$ cat config.mk
export PLATFORM = sky130hd
export DESIGN_NAME = fir_filter_direct_form
export DESIGN_NICKNAME = d
export VERILOG_FILES = /design/src/fir_df_pkg.sv /design/src/fir_filter_direct_form.sv
export SDC_FILE = /design/constraint.sdc
export NUM_CORES = 2
export LEC_CHECK = 0
export BUFFER_PORTS_ARGS = -buffer_cell sky130_fd_sc_hd__buf_2
export CELL_PAD_IN_SITES_DETAIL_PLACEMENT = 1
export CELL_PAD_IN_SITES_GLOBAL_PLACEMENT = 1
export CORE_UTILIZATION = 43
export DETAILED_ROUTE_END_ITERATION = 6
export PLACE_DENSITY_LB_ADDON = 0.3
export SYNTH_ARGS = -nofsm -noshare
export SYNTH_HDL_FRONTEND = slang
export SYNTH_SLANG_ARGS = --single-unit
$ cat constraint.sdc
create_clock -name i_clk -period 11.9 [get_ports i_clk]
set_input_delay 0 -clock i_clk [delete_from_list [all_inputs] [get_ports i_clk]]
set_output_delay 0 -clock i_clk [all_outputs]
set_load 0.02 [all_outputs]
$ cat src/fir_df_pkg.sv
// Shared types and constants for the direct-form FIR filter.
// No dependencies; used by fir_filter_direct_form.
`timescale 1ns / 1ps

package fir_df_pkg;

    localparam int TAPS_DEFAULT         = 32;
    localparam int SAMPLE_WIDTH_DEFAULT = 16;
    localparam int COEF_INDEX_WIDTH     = 5;

    // Command codes carried by an input item.
    localparam logic CMD_FILTER     = 1'b0;
    localparam logic CMD_COEF_WRITE = 1'b1;

    typedef enum logic [2:0] {
        ST_IDLE,
        ST_MAC,
        ST_DRAIN,
        ST_ROUND,
        ST_EMIT
    } t_state;

endpackage

$ cat src/fir_filter_direct_form.sv
// Direct-form FIR filter: one shared multiplier and saturating accumulator under a sequencer.
// A sample item is processed in full before the next item is accepted:
// one multiply-accumulate per tap through a registered memory read, product and accumulate
// stage, then rounding and saturation.
// A coefficient-write item is taken in the idle state and gives no result.
// Reset (synchronous, active low) clears control state and marks all taps and history as zero.
`timescale 1ns / 1ps

module fir_filter_direct_form #(
    parameter int TAPS         = fir_df_pkg::TAPS_DEFAULT,
    parameter int SAMPLE_WIDTH = fir_df_pkg::SAMPLE_WIDTH_DEFAULT
) (
    input  logic                                     i_clk,
    input  logic                                     i_rst_n,
    input  logic                                     i_valid,
    output logic                                     o_ready,
    input  logic                                     i_command,
    input  logic signed [SAMPLE_WIDTH-1:0]           i_sample,
    input  logic [fir_df_pkg::COEF_INDEX_WIDTH-1:0]  i_coef_index,
    input  logic signed [SAMPLE_WIDTH-1:0]           i_coef_value,
    output logic                                     o_valid,
    input  logic                                     i_ready,
    output logic signed [SAMPLE_WIDTH-1:0]           o_filtered,
    output logic                                     o_saturated
);

    localparam int HIST_LEN = TAPS - 1;
    localparam int CW       = $clog2(TAPS);
    localparam int HW       = (HIST_LEN > 1) ? $clog2(HIST_LEN) : 1;
    localparam int FRAC_W   = SAMPLE_WIDTH - 1;
    localparam int PROD_W   = 2 * SAMPLE_WIDTH;
    localparam int ACC_FULL = PROD_W + $clog2(TAPS);
    localparam int ACC_W    = (ACC_FULL > 64) ? 64 : ACC_FULL;

    fir_df_pkg::t_state r_state, n_state;

    logic signed [SAMPLE_WIDTH-1:0] coef_mem [TAPS];
    logic signed [SAMPLE_WIDTH-1:0] hist_mem [HIST_LEN];
    logic [TAPS-1:0]                r_coef_vld;
    logic [HIST_LEN-1:0]            r_hist_vld;

    logic signed [SAMPLE_WIDTH-1:0] r_x;
    logic [HW-1:0]                  r_head;
    logic [HW-1:0]                  r_pos;
    logic [CW-1:0]                  r_k;

    logic signed [SAMPLE_WIDTH-1:0] r_coef_q;
    logic signed [SAMPLE_WIDTH-1:0] r_hist_q;
    logic                           r_coef_ok;
    logic                           r_hist_ok;
    logic                           r_s1_v;
    logic                           r_s1_first;
    logic signed [PROD_W-1:0]       r_prod;
    logic                           r_s2_v;
    logic signed [ACC_W-1:0]        r_acc;

    logic                           r_out_valid;
    logic signed [SAMPLE_WIDTH-1:0] r_filtered;
    logic                           r_saturated;

    logic                           accept;
    logic                           sample_go;
    logic                           coef_wr;
    logic                           issue;
    logic                           round_go;
    logic                           emit_go;
    logic [HW-1:0]                  head_prev;
    logic [HW-1:0]                  pos_prev;
    logic [HW-1:0]                  head_next;

    logic signed [SAMPLE_WIDTH-1:0] mul_a;
    logic signed [SAMPLE_WIDTH-1:0] mul_b;
    logic signed [ACC_W-1:0]        add_b;
    logic [ACC_W:0]                 add_sum;
    logic signed [ACC_W-1:0]        add_res;

    logic [ACC_W-PROD_W+1:0]        acc_hi;
    logic                           out_sat;
    logic signed [SAMPLE_WIDTH-1:0] out_val;

    assign o_ready     = (r_state == fir_df_pkg::ST_IDLE);
    assign accept      = i_valid && o_ready;
    assign sample_go   = accept && (i_command == fir_df_pkg::CMD_FILTER);
    assign coef_wr     = accept && (i_command == fir_df_pkg::CMD_COEF_WRITE)
                         && (32'(i_coef_index) < 32'(TAPS));
    assign issue       = (r_state == fir_df_pkg::ST_MAC);
    assign round_go    = (r_state == fir_df_pkg::ST_ROUND);
    assign emit_go     = (r_state == fir_df_pkg::ST_EMIT) && (!r_out_valid || i_ready);

    assign head_prev = (r_head == '0) ? HW'(HIST_LEN - 1) : r_head - HW'(1);
    assign pos_prev  = (r_pos == '0) ? HW'(HIST_LEN - 1) : r_pos - HW'(1);
    assign head_next = (r_head == HW'(HIST_LEN - 1)) ? '0 : r_head + HW'(1);

    // A tap whose coefficient or history slot was never written since reset reads as zero.
    assign mul_a = r_coef_ok ? r_coef_q : '0;
    assign mul_b = r_s1_first ? r_x : (r_hist_ok ? r_hist_q : '0);

    // The one adder serves the tap sums and the rounding step, saturating at its width.
    always_comb begin
        add_b   = round_go ? (ACC_W'(1) <<< (FRAC_W - 1)) : ACC_W'(r_prod);
        add_sum = {r_acc[ACC_W-1], r_acc} + {add_b[ACC_W-1], add_b};
        if (add_sum[ACC_W] != add_sum[ACC_W-1]) begin
            add_res = add_sum[ACC_W] ? {1'b1, {(ACC_W-1){1'b0}}} : {1'b0, {(ACC_W-1){1'b1}}};
        end else begin
            add_res = add_sum[ACC_W-1:0];
        end
    end

    // Dropping FRAC_W bits floors; the output fits when every bit above it matches the sign.
    always_comb begin
        acc_hi  = r_acc[ACC_W-1:PROD_W-2];
        out_sat = !((&acc_hi) || (~|acc_hi));
        if (out_sat) begin
            out_val = r_acc[ACC_W-1] ? {1'b1, {(SAMPLE_WIDTH-1){1'b0}}}
                                     : {1'b0, {(SAMPLE_WIDTH-1){1'b1}}};
        end else begin
            out_val = r_acc[PROD_W-2:FRAC_W];
        end
    end

    always_ff @(posedge i_clk) begin
        if (!i_rst_n) begin
            r_state <= fir_df_pkg::ST_IDLE;
        end else begin
            r_state <= n_state;
        end
    end

    always_comb begin
        n_state = r_state;
        unique case (r_state)
            fir_df_pkg::ST_IDLE: begin
                if (sample_go) begin
                    n_state = fir_df_pkg::ST_MAC;
                end
            end
            fir_df_pkg::ST_MAC: begin
                if (r_k == CW'(TAPS - 1)) begin
                    n_state = fir_df_pkg::ST_DRAIN;
                end
            end
            fir_df_pkg::ST_DRAIN: begin
                // The last product is added on the edge that leaves this state.
                if (!r_s1_v) begin
                    n_state = fir_df_pkg::ST_ROUND;
                end
            end
            fir_df_pkg::ST_ROUND: begin
                n_state = fir_df_pkg::ST_EMIT;
            end
            fir_df_pkg::ST_EMIT: begin
                if (emit_go) begin
                    n_state = fir_df_pkg::ST_IDLE;
                end
            end
            default: begin
                n_state = fir_df_pkg::ST_IDLE;
            end
        endcase
    end

    // Control registers and valid bits.
    always_ff @(posedge i_clk) begin
        if (!i_rst_n) begin
            r_coef_vld  <= '0;
            r_hist_vld  <= '0;
            r_head      <= '0;
            r_k         <= '0;
            r_s1_v      <= 1'b0;
            r_s2_v      <= 1'b0;
            r_out_valid <= 1'b0;
        end else begin
            if (coef_wr) begin
                r_coef_vld[CW'(i_coef_index)] <= 1'b1;
            end
            if (round_go) begin
                r_hist_vld[r_head] <= 1'b1;
                r_head             <= head_next;
            end
            if (sample_go) begin
                r_k <= '0;
            end else if (issue) begin
                r_k <= r_k + CW'(1);
            end
            r_s1_v <= issue;
            r_s2_v <= r_s1_v;
            if (emit_go) begin
                r_out_valid <= 1'b1;
            end else if (i_ready) begin
                r_out_valid <= 1'b0;
            end
        end
    end

    // Memories and datapath.
    always_ff @(posedge i_clk) begin
        if (coef_wr) begin
            coef_mem[CW'(i_coef_index)] <= i_coef_value;
        end
        if (round_go) begin
            hist_mem[r_head] <= r_x;
        end

        r_coef_q   <= coef_mem[r_k];
        r_hist_q   <= hist_mem[r_pos];
        r_coef_ok  <= r_coef_vld[r_k];
        r_hist_ok  <= r_hist_vld[r_pos];
        r_s1_first <= (r_k == '0);

        if (sample_go) begin
            r_x   <= i_sample;
            r_pos <= head_prev;
        end else if (issue && (r_k != '0)) begin
            r_pos <= pos_prev;
        end

        r_prod <= mul_a * mul_b;

        if (sample_go) begin
            r_acc <= '0;
        end else if (r_s2_v || round_go) begin
            r_acc <= add_res;
        end

        if (emit_go) begin
            r_filtered  <= out_val;
            r_saturated <= out_sat;
        end
    end

    assign o_valid     = r_out_valid;
    assign o_filtered  = r_filtered;
    assign o_saturated = r_saturated;

endmodule
After elaboration in Yosys (flattened, before gate mapping). Memory sizes are Yosys's and may differ from the RTL's. A register that Yosys moved wholly into a read port is not among the register bits. Cells that the tools add are included.

Bitwise gates (word level): 4. Mux-type cells: 32. Multiply operators: 1. Add/sub/neg operators: 5. Equal/unequal tests: 11. Reduce and logical (&&, ||, !) cells: 24. Magnitude comparators: 6.

Operators with widths (count): two-way mux 37 bit (3); two-way mux 16 bit (5); adder 37 x 37 -> 38 bit (1); multiplier 16 x 16 -> 32 bit (1); OR 32 bit (1); OR 31 bit (1); two-way mux 5 bit (5); less-than comparator 5 x 6 -> 1 bit, second input constant (4); zero test 5 bit (3); one-hot mux 3 bit (5 select lines) (1); two-way mux 3 bit (4); adder 5 x 1 -> 5 bit, second input constant (2); binary-select mux 1 bit (select 5 bit) (2); demux 1 bit (select 5 bit) (2); equality test 5 bit, second input constant (2); greater-or-equal comparator 5 x 1 -> 1 bit, second input constant (2); two-way mux 1 bit (10); subtractor 5 x 1 -> 5 bit, second input constant (2); logical AND 1 bit (7); AND reduction 7 bit (1); OR reduction 7 bit (1); equality test 3 x 2 -> 1 bit, second input constant (2); nonzero test 5 bit (1); inequality test 2 x 1 -> 1 bit, second input constant (2); 11 further kinds (18).

Output and inout port bits: 19. Memories: 2. Word-level logic and storage cells: 102. Bits of input ports: 42. Bits in registers: 189. Bits in writable memories: 1008.

Memories: coef_mem (words 32, width 16, rd ports 1, clocked after memory_dff 1, write ports 1, line fir_filter_direct_form.sv:37) `logic signed [SAMPLE_WIDTH-1:0] coef_mem [TAPS];`; hist_mem (words 31, width 16, rd ports 1, clocked after memory_dff 1, write ports 1, line fir_filter_direct_form.sv:38) `logic signed [SAMPLE_WIDTH-1:0] hist_mem [HIST_LEN];`.

Depth between registers and ports, before layout.
Depth after elaboration: 5. Depth in mapped cells: 28. Depth with buffers taken out: 26.

Worst setup path before layout. OpenSTA, ideal clock, no wires.

Path type: reg2reg. Start point: register r_s1_first. End point: register r_prod[31]. Path slack: 5.162 ns. Path buffers: 2. Arrival time: 6.666 ns. Library setup time: 0.072 ns. Period minus slack after synthesis: 6.738 ns. Required time: 11.828 ns. Stages on the path, launching flop included: 24. Path through: dfxtp_1 -> clkbuf_1 -> buf_1 -> o21ai_1 -> nand2_1 -> inv_1 -> fa_1 -> fa_1 -> inv_1 -> fa_1 -> fa_1 -> inv_1 -> fa_1 -> fa_1 -> ha_1 -> a21o_1 -> a21o_1 -> a21o_1 -> o21ai_0 -> nor2b_1 -> o21ai_0 -> a211o_1 -> a21oi_1 -> xnor2_1.

Cells in the longest elaborated chain, start to end: 2.

Ends and longest elaborated chain: start, declared (line fir_filter_direct_form.sv:52) `logic r_s1_first;`; start signal, assigned (line fir_filter_direct_form.sv:208) `r_s1_first <= (r_k == '0);`; two-way mux 16 bit (line fir_filter_direct_form.sv:96) `assign mul_b = r_s1_first ? r_x : (r_hist_ok ? r_hist_q : '0);`; multiplier 16 x 16 -> 32 bit (line fir_filter_direct_form.sv:217) `r_prod <= mul_a * mul_b;`; end signal, assigned (line fir_filter_direct_form.sv:217); end, declared (line fir_filter_direct_form.sv:53) `logic signed [PROD_W-1:0] r_prod;`.

Every way passes these cells. A chain may end at the register's enable or synchronous reset.

Worst setup path in the final report. Ends and elaborated chain as after synthesis.

==> impl_metrics.csv <==
group,metric,value,unit
global_routing,grt_pass1_wl,219.4,mm
cts,clockBufferDepth,3,
layout,multi_input_area,21210,sq um
drt,drt-total-wl,146.2,mm
synthesis,netlist_area,58070,sq um
layout,area_growth,13.17,%
layout,final_common_cell,"edfxtp_1",
synthesis,synth.distinct_cells,71,
cts,root_buffer,"clkbuf_16",
power,total_power,0.009613,W
place,port_buffers,60,
worst_setup_path,cp_max_fo,30,
drt,firstDrtPassIters,7,
layout,layout.nets,4265,
timing,max_freq,0.1283,GHz
timing,fin_ws,4.106,ns
synthesis,synth_ff_type,"edfxtp_1",
worst_setup_path,critPathSlowestCell,"fa_1",
cts,cts_tree,"yes",
layout,seqCellArea,35080,sq um
synthesis,ys_seq_area_frac,0.6040,
flow_run,maxCapViolCount,0,
status,violations,"DRC",
floorplan,die_h,369.5,um
worst_setup_path,worstSetupPathType,"register to register",
drt,wire_per_inst,25.61,um
worst_setup_path,cp-end-kind,"register",
floorplan,core_region_area,133800,sq um
cts,clk_pin_slew,0.06,ns
timing,rsz0062_at_grt,"false",
worst_setup_path,crit_family,"adder cells",
cts,clock_latency,0.77,ns
synthesis,async_flop_share,0,
layout,final_util,0.4912,
cts,cts_setup_buffers,0,
worst_setup_path,crit_required,12.55,ns
drt,detail_route.vias_per_cell,5.561,
timing,worst_slew_margin_rel,0.1073,
layout,final_cell_mix,"edfxtp_1 (1,046), inv_1 (339), mux4_2 (323), fa_1 (263), nand2_1 (242)",
drt,postRouteAntennaNets,0,
power,peakVddDrop,0.0001505,V
global_routing,grtUsageTotal,0.2180,
synthesis,synth_cells,3652,
cts,cts-resized-gates,0,
worst_setup_path,cp_num_buf_inv,3,
cts,cts-htree-levels,4,
floorplan,die_area,136500,sq um
global_routing,grt_max_degree,156,
global_routing,grt_pass1_vias,33925,
synthesis,synth_warnings,0,
drt,vias,31751,
worst_setup_path,worstPathArrival,8.44,ns
cts,cts_sinks,1229,
worst_hold_path,min_path_type,"input port to register",
floorplan,initial_core_util,0.4341,
timing,tightest_slew,1.339,ns
layout,drive_gt1_frac,0.2096,
floorplan,die_w,369.5,um
synthesis,synth_edf_count,1046,
worst_setup_path,crit_top_cell,"fa_1",
timing,drv_slew,0,
worst_setup_path,path_cells,"buf_4, nor2b_2, a22oi_1, nor2_1, fa_1, fa_1, inv_1, fa_1, fa_1, inv_1, fa_1, fa_1, ha_1, a21o_1, a21o_1, a21o_1, o21ai_0, nor2b_1, o21ai_0, a211o_1, a21oi_1, xnor2_1",
place,dp_slack,4.085,ns
status,status,"finished with violations",
place,gp_congestion,0.8454,
timing,finalSetupTns,0,ns
drt,drt_iter0_drc,2647,
floorplan,io_pins,61,
timing,fin_crit,7.794,ns
power,powerDensity,146.3,nW/um^2
synthesis,synth-seq-cells,1229,
timing,clock_skew,0.03238,ns
timing,fin_crit_sh,0.6550,
synthesis,synth_nets,4085,
global_routing,grt-ovfl-total,0,
power,leakage,23.23,nW
timing,final_hold_viol_count,0,
worst_setup_path,startpoint_type,"register",
global_routing,antenna_found_initial,4,
synthesis,syn_area_per_cell,15.90,sq um
place,dp_hpwl,91.43,mm
layout,n_fill_cell,12778,
cts,cts-buffers-inserted,131,
timing,setup_viol,0,
floorplan,rows,134,
drt,drcViolationCount,24,
worst_setup_path,cp_slowest_stage_delay,0.79,ns
-- sequential cells by signal, summed over array words and instances (netlist names), 3 cells and up --
register,count
r_k,5
coef_mem,512
o_filtered,16
r_head,5
r_x,16
hist_mem,496
r_coef_q,16
r_state,3
r_coef_vld,32
r_hist_q,16
r_acc,37
r_prod,32
r_pos,5
r_hist_vld,31
-- worst paths after layout --
check	endpoint	start	cells past startpoint	slack, ns
worst max-delay path	r_prod[31]	r_s1_first	22	4.11
worst min register to register	r_s1_first	r_k[4]	1	0.44
worst max register to register	r_prod[31]	r_s1_first	22	4.11
worst min-delay path	coef_mem[0][14]	i_coef_index[2]	5	0.08
-- through the flow --
step                cell area [sq um]  std cells  hold WS [ns]
global placement                60900       5415        0.1797
global route                    65720       5708       0.06430
floorplan                       58070       3652       0.09887
detailed placement              60900       5415        0.1789
finish                          65720       5710       0.07980
CTS                             65720       5708      0.005464
-- kinds of logic after synthesis --
| logic type | after synthesis | synth area share |
|---|---|---|
| AOI/OAI and AO/OA | 398 | 0.04634 |
| xor gates and xnor gates | 71 | 0.01071 |
| adders and majority gates | 391 | 0.1182 |
| buffers and inverters | 509 | 0.03355 |
| DFF | 1229 | 0.6040 |
| muxes | 377 | 0.1354 |
| and+or+nand+nor | 677 | 0.05179 |
-- where the power goes --
group          leakage [nW]  switching, W  internal [W]  total (W)
logic                  10.2      0.000483      0.000333   0.000816
clock network          2.09       0.00174       0.00229    0.00403
registers              10.9     0.0000432       0.00473    0.00477
total                  23.2       0.00227       0.00734    0.00961
-- Yosys cell counts, types with 32 or more instances --
cell	instances	area share
mux4_2	323	0.13
nand2_1	242	0.016
dfxtp_1	183	0.063
edfxtp_1	1046	0.54
inv_1	339	0.022
a21oi_2	32	0.0048
xnor2_1	48	0.0072
o21ai_0	89	0.0077
o21a_1	71	0.0092
a21oi_1	67	0.0058
fa_1	263	0.091
mux2_2	35	0.0068
buf_1	34	0.0022
ha_1	128	0.028
a21o_1	35	0.0045
clkbuf_1	119	0.0077
and2_1	48	0.0052
nor2_1	244	0.016
-- repair_timing --
item / 4_1_cts / 5_1_grt
hold buffers: 52 / 0
endpoints found under the hold margin: 623 / 0
setup endpoints to repair: 0 / 0
-- cell type report --
class	count	share of cell area
antenna	2	0.00007615
sequential	1229	0.5338
timing repair buffer	215	0.02483
clock buffer	175	0.05394
clock inverter	66	0.01140
tap	1768	0.03366
inverter	341	0.01948
multi-input combinational	1914	0.3228
-- worst register-to-register path, cell delays in order (launching register included) --
cell     delay (ns)
dfxtp_1        0.30
buf_4          0.22
nor2b_2        0.78
a22oi_1        0.49
nor2_1         0.28
fa_1           0.56
fa_1           0.79
inv_1          0.16
fa_1           0.44
fa_1           0.54
inv_1          0.05
fa_1           0.55
fa_1           0.41
ha_1           0.34
a21o_1         0.18
a21o_1         0.17
a21o_1         0.18
o21ai_0        0.28
nor2b_1        0.20
o21ai_0        0.19
a211o_1        0.31
a21oi_1        0.17
xnor2_1        0.08
-- metal layers --
metal | track usage | wire, um
met1 | 0.3096 | 65420
met2 | 0.3535 | 70210
met3 | 0.03073 | 7701
met4 | 0.05634 | 2879
met5 | 0 | 23
(Power assumes the default switching activity.)
